## src/hdl/nvi_pkg.sv

```systemverilog
// Shared constants, codes and types of the Neville polynomial interpolator.
`timescale 1ns / 1ps
package nvi_pkg;

  // Table size. Values are signed Q16.16; the update arithmetic is exact
  // integer math, so the fraction width never appears in the logic.
  localparam int MAX_POINTS = 16;
  localparam int IDX_W      = $clog2(MAX_POINTS);
  localparam int CNT_W      = $clog2(MAX_POINTS + 1);

  // Divider operand widths: the numerator is the magnitude of a difference
  // of two 33 x 32 bit products, the denominator a difference of abscissae.
  localparam int NUM_W  = 66;
  localparam int DEN_W  = 33;
  localparam int DCNT_W = $clog2(NUM_W + 1);

  // Operation codes.
  localparam logic OP_ADD  = 1'b0;
  localparam logic OP_EVAL = 1'b1;

  // Status codes.
  localparam logic [2:0] ST_OK    = 3'd0;
  localparam logic [2:0] ST_EMPTY = 3'd1;
  localparam logic [2:0] ST_FULL  = 3'd2;
  localparam logic [2:0] ST_DUP   = 3'd3;
  localparam logic [2:0] ST_OVF   = 3'd4;

  localparam logic [30:0] EB_MAX = 31'h7FFF_FFFF;

  // Divider status toward the sequencer.
  typedef struct packed {
    logic busy;
    logic done;
  } nvi_div_stat_t;

endpackage

```

## src/hdl/nvi_div.sv

```systemverilog
// Radix-2 restoring divider, one quotient bit per cycle.
`timescale 1ns / 1ps
module nvi_div (
  input  logic                        clk,
  input  logic                        rst_n,
  input  logic                        start,
  input  logic [nvi_pkg::NUM_W-1:0]   num,
  input  logic [nvi_pkg::DEN_W-1:0]   den,
  output logic [nvi_pkg::NUM_W-1:0]   quo,
  output logic [nvi_pkg::DEN_W-1:0]   rem,
  output nvi_pkg::nvi_div_stat_t      stat
);
  import nvi_pkg::*;

  logic [NUM_W-1:0]  quo_r;
  logic [DEN_W-1:0]  rem_r;
  logic [DEN_W-1:0]  den_r;
  logic [DCNT_W-1:0] cnt_r;
  logic              busy_r;
  logic              done_r;

  logic [DEN_W:0]    trial;
  logic              ge;
  logic [DEN_W:0]    trial_sub;

  // Shift in the next numerator bit and try to subtract the divisor.
  assign trial     = {rem_r, quo_r[NUM_W-1]};
  assign ge        = trial >= {1'b0, den_r};
  assign trial_sub = trial - {1'b0, den_r};

  always_ff @(posedge clk) begin
    if (!rst_n) begin
      busy_r <= 1'b0;
      done_r <= 1'b0;
      cnt_r  <= '0;
    end else begin
      done_r <= 1'b0;
      if (start) begin
        busy_r <= 1'b1;
        cnt_r  <= DCNT_W'(NUM_W);
        quo_r  <= num;
        rem_r  <= '0;
        den_r  <= den;
      end else if (busy_r) begin
        quo_r <= {quo_r[NUM_W-2:0], ge};
        rem_r <= ge ? trial_sub[DEN_W-1:0] : trial[DEN_W-1:0];
        cnt_r <= cnt_r - 1'b1;
        if (cnt_r == DCNT_W'(1)) begin
          busy_r <= 1'b0;
          done_r <= 1'b1;
        end
      end
    end
  end

  assign quo       = quo_r;
  assign rem       = rem_r;
  assign stat.busy = busy_r;
  assign stat.done = done_r;

  // A new request never lands on a division in progress.
  a_no_restart: assert property (@(posedge clk) disable iff (!rst_n)
    start |-> !busy_r) else $error("divider restarted while busy");

  // The last step raises done in the next cycle.
  a_done_after_last: assert property (@(posedge clk) disable iff (!rst_n)
    (busy_r && !start && cnt_r == DCNT_W'(1)) |=> (done_r && !busy_r))
    else $error("divider did not finish after its last step");

  // The partial remainder stays below the divisor.
  a_rem_bound: assert property (@(posedge clk) disable iff (!rst_n)
    (busy_r && den_r != '0) |-> (rem_r < den_r))
    else $error("divider remainder out of range");

endmodule

```

## config.mk

```make
export PLATFORM = sky130hd
export DESIGN_NAME = nvi_div
export DESIGN_NICKNAME = d
export VERILOG_FILES = /design/src/hdl/nvi_pkg.sv /design/src/hdl/nvi_div.sv
export SDC_FILE = /design/constraint.sdc
export NUM_CORES = 1
export LEC_CHECK = 0
export BUFFER_PORTS_ARGS = -buffer_cell sky130_fd_sc_hd__buf_2
export CAP_MARGIN = 20
export CORE_MARGIN = 2
export CORE_UTILIZATION = 30
export DETAILED_ROUTE_END_ITERATION = 12
export SLEW_MARGIN = 10
export SYNTH_ARGS = -nofsm -noshare
export SYNTH_HDL_FRONTEND = slang
export SYNTH_SLANG_ARGS = --single-unit
```

## constraint.sdc

```tcl
create_clock -name clk -period 8.4 [get_ports clk]
set_clock_uncertainty 0.2 [all_clocks]
set_input_delay 2.52 -clock clk [delete_from_list [all_inputs] [get_ports clk]]
set_output_delay 2.52 -clock clk [all_outputs]
set_load 0.01 [all_outputs]
```

==> flow_summary.json <==
{
  "htree_num_levels": 4,
  "synth_seq_cells": 141,
  "timing.rr.start": "quo[65]$_DFFE_PP_",
  "cts_hold_buf": 0,
  "avgSynthCellArea_um2": 11.80,
  "crit_type": "in2reg",
  "drt-total-wl_um": 19730,
  "final-max-slew-violation-count": 0,
  "rsz0062_at_grt": "no",
  "hold_viol": 0,
  "max_freq_mhz": 224.4,
  "die-width_um": 163.5,
  "cts_buffers": 17,
  "crit_required_ns": 8.26,
  "gp_congestion": 0.8005,
  "grt_overflow": 0,
  "wl_per_cell_um": 16.68,
  "area_delta_synth_final_pct": 24.91,
  "critPathMaxStageDelay_ns": 0.68,
  "grt_pass1_wl_um": 30620,
  "drive_above_1_share": 0.3725,
  "worstHoldPathType": "reg2reg",
  "first_iter_violations": 197,
  "netlist_area_mm2": 0.007634,
  "path_cells": "buf_4 > o21a_4 > buf_4",
  "hold_depth": 1,
  "viasPerCell": 4.736,
  "initial_utilization": 0.3040,
  "finalSetupTns_ns": 0,
  "synth_nets": 785,
  "die_area_mm2": 0.02674,
  "critical_path.most_common_cell": "buf_4",
  "p_per_area_mw_per_mm2": 221.1,
  "synth_ff_type": "edfxtp_1",
  "yosys_warnings": 0,
  "cp_max_fo": 52,
  "postCtsSetupRepairBufs": 0,
  "path_clk_slew_ns": 0.06,
  "startpoint": "start",
  "fin_crit_sh": 0.5306,
  "dr.pass1.iters": 4,
  "worst_pin_slew_ns": 0.8580,
  "ir_worst_vdd_mv": 0.1120,
  "critPathCaptureType": "flop",
  "hp-start": "cnt_r[6]$_SDFFE_PN0N_",
  "num_vias": 5603,
  "grt_max_degree": 64,
  "r2r_cells": 14,
  "synth-seq-area-share": 0.5429,
  "whs_ns": 0.3509,
  "core_mm2": 0.02511,
  "synth_edf_count": 132,
  "slew_headroom": 0.4280,
  "synthCells": 647,
  "dpl.hpwl_um": 14580,
  "slowest_stage": "o21a_4",
  "clkLatencyLatePin_ns": 0.42,
  "top_level_ports": 203,
  "grt_antenna_before_repair": 7,
  "p_leak_uw": 0.004050,
  "io_buffer_count": 202,
  "finalCriticalPeriod_ns": 4.457,
  "worst-r2r-setup-slack_ns": 4.54,
  "async_reset_ff_frac": 0,
  "tritoncts": "done",
  "cts.sinks": 141,
  "setup_violations": 0,
  "worst_setup_path_start_kind": "input port",
  "clockBufferDepth": 2,
  "cts_resized": 0,
  "finish.net_count": 976,
  "gr-usage-all-layers": 0.1495,
  "antenna_left": 0,
  "synth.distinct_cells": 60,
  "drc": 0,
  "die_y_um": 163.5,
  "row_count": 58,
  "grt_pass1_vias": 5741,
  "clockRootBuffer": "clkbuf_16",
  "cp.arrival_ns": 4.31,
  "max-cap-violations": 0,
  "outcome": "finished, final reports clean"
}
## routing by layer
metal	track usage	part of all wire
met3	0.06475	0.093
met4	0.04506	0.015
met5	0	0.0033
met1	0.1773	0.42
met2	0.2457	0.47
## path summary, 6_finish.rpt
path / endpoint
setup / recovery: quo[55]$_DFFE_PP_
hold / removal: busy_r$_SDFF_PN0_
setup reg to reg: rem[30]$_SDFFCE_PP0P_
hold reg to reg: busy_r$_SDFF_PN0_
## where the power goes
| part | leakage, uW | internal [uW] | switching (uW) | total, uW |
|---|---|---|---|---|
| logic | 0.00242 | 196 | 256 | 452 |
| registers | 0.00134 | 841 | 34.8 | 875 |
| clock network | 0.000294 | 449 | 332 | 781 |
## cells in the mapped netlist (2+ instances only)
cell type,n,area share
nor2b_1,3,0.0025
buf_6,2,0.0030
nand2_1,71,0.035
nor4b_1,2,0.0023
inv_1,43,0.021
nand3b_1,3,0.0030
mux2_2,66,0.097
xor2_1,12,0.014
nand3_1,11,0.0072
a21boi_0,4,0.0039
a41oi_1,2,0.0023
o2111ai_1,2,0.0023
and3_1,5,0.0041
o21a_1,3,0.0030
a21oi_1,49,0.032
o21ai_0,14,0.0092
a21o_1,27,0.027
a31o_2,2,0.0023
dfxtp_1,9,0.024
nand2b_1,2,0.0016
nor4_1,3,0.0025
a211oi_1,11,0.011
nor3_1,5,0.0033
o21bai_1,3,0.0030
clkbuf_1,23,0.011
buf_4,6,0.0059
nor2_1,26,0.013
xnor2_1,19,0.022
nand4_1,7,0.0057
a31oi_1,9,0.0074
and4_1,2,0.0023
buf_2,3,0.0020
and2_1,3,0.0025
o21ai_1,4,0.0026
edfxtp_1,132,0.52
ha_1,35,0.057
## sequential cells by signal, indices dropped and copies added (netlist names)
name	cells
rem	33
done_r	1
cnt_r	7
den_r	33
busy_r	1
quo	66
## cells by family (layout without fill, tap and decap cells)
family          count (synthesis)  in the layout  share of synthesized area
compound gates                142            142                     0.1238
xor+xnor                       31             31                    0.03557
fa+ha+maj                      36             36                    0.05999
buf+inv                        79            283                    0.04442
flops                         141            141                     0.5429
mux                            66             66                    0.09736
other cells                     0              2                          0
simple gates                  152            152                    0.09605
## cells in the final DEF, fill, tap and decap left out, drive strengths merged, types with 11 or more instances in the layout
cell type | Yosys | routed
xor2 | 12 | 12
a21oi | 50 | 50
a21o | 27 | 27
edfxtp | 132 | 132
ha | 35 | 35
nor2 | 27 | 27
inv | 44 | 53
buf | 11 | 207
a211oi | 12 | 12
nand3 | 11 | 11
clkbuf | 24 | 17
xnor2 | 19 | 19
nand2 | 71 | 71
o21ai | 18 | 18
mux2 | 66 | 66
## final cells by class
class                      instances  area (um2)
fill                            2522       15570
sequential                       141        4144
inverter                          44       165.2
antenna                            2       5.005
multi-input combinational        427        3158
clock inverter                    15       173.9
tap                              330       412.9
timing repair buffer             207        1051
clock buffer                      17       425.4
## per-stage QoR
step	area, um2	utilization	power (uW)	setup slack, ns	instances
2_1_floorplan	7634	-	1213	2.671	647
3_3_place_gp	8931	0.3557	1341	3.457	1149
3_5_place_dp	8931	0.3557	1345	3.430	1149
4_1_cts	9530	0.3796	2141	3.891	1181
5_1_grt	9533	0.3797	2224	3.765	1182
6_report	9535	0.3798	2109	3.943	1183
## worst max-delay path, delay by kind of cell
| kind | cells | cell delay (ns) |
|---|---|---|
| buffers and inverters | 2 | 1.07 |
| AO/OA/AOI/OAI | 1 | 0.68 |
Power figures use the tool's default switching activity.
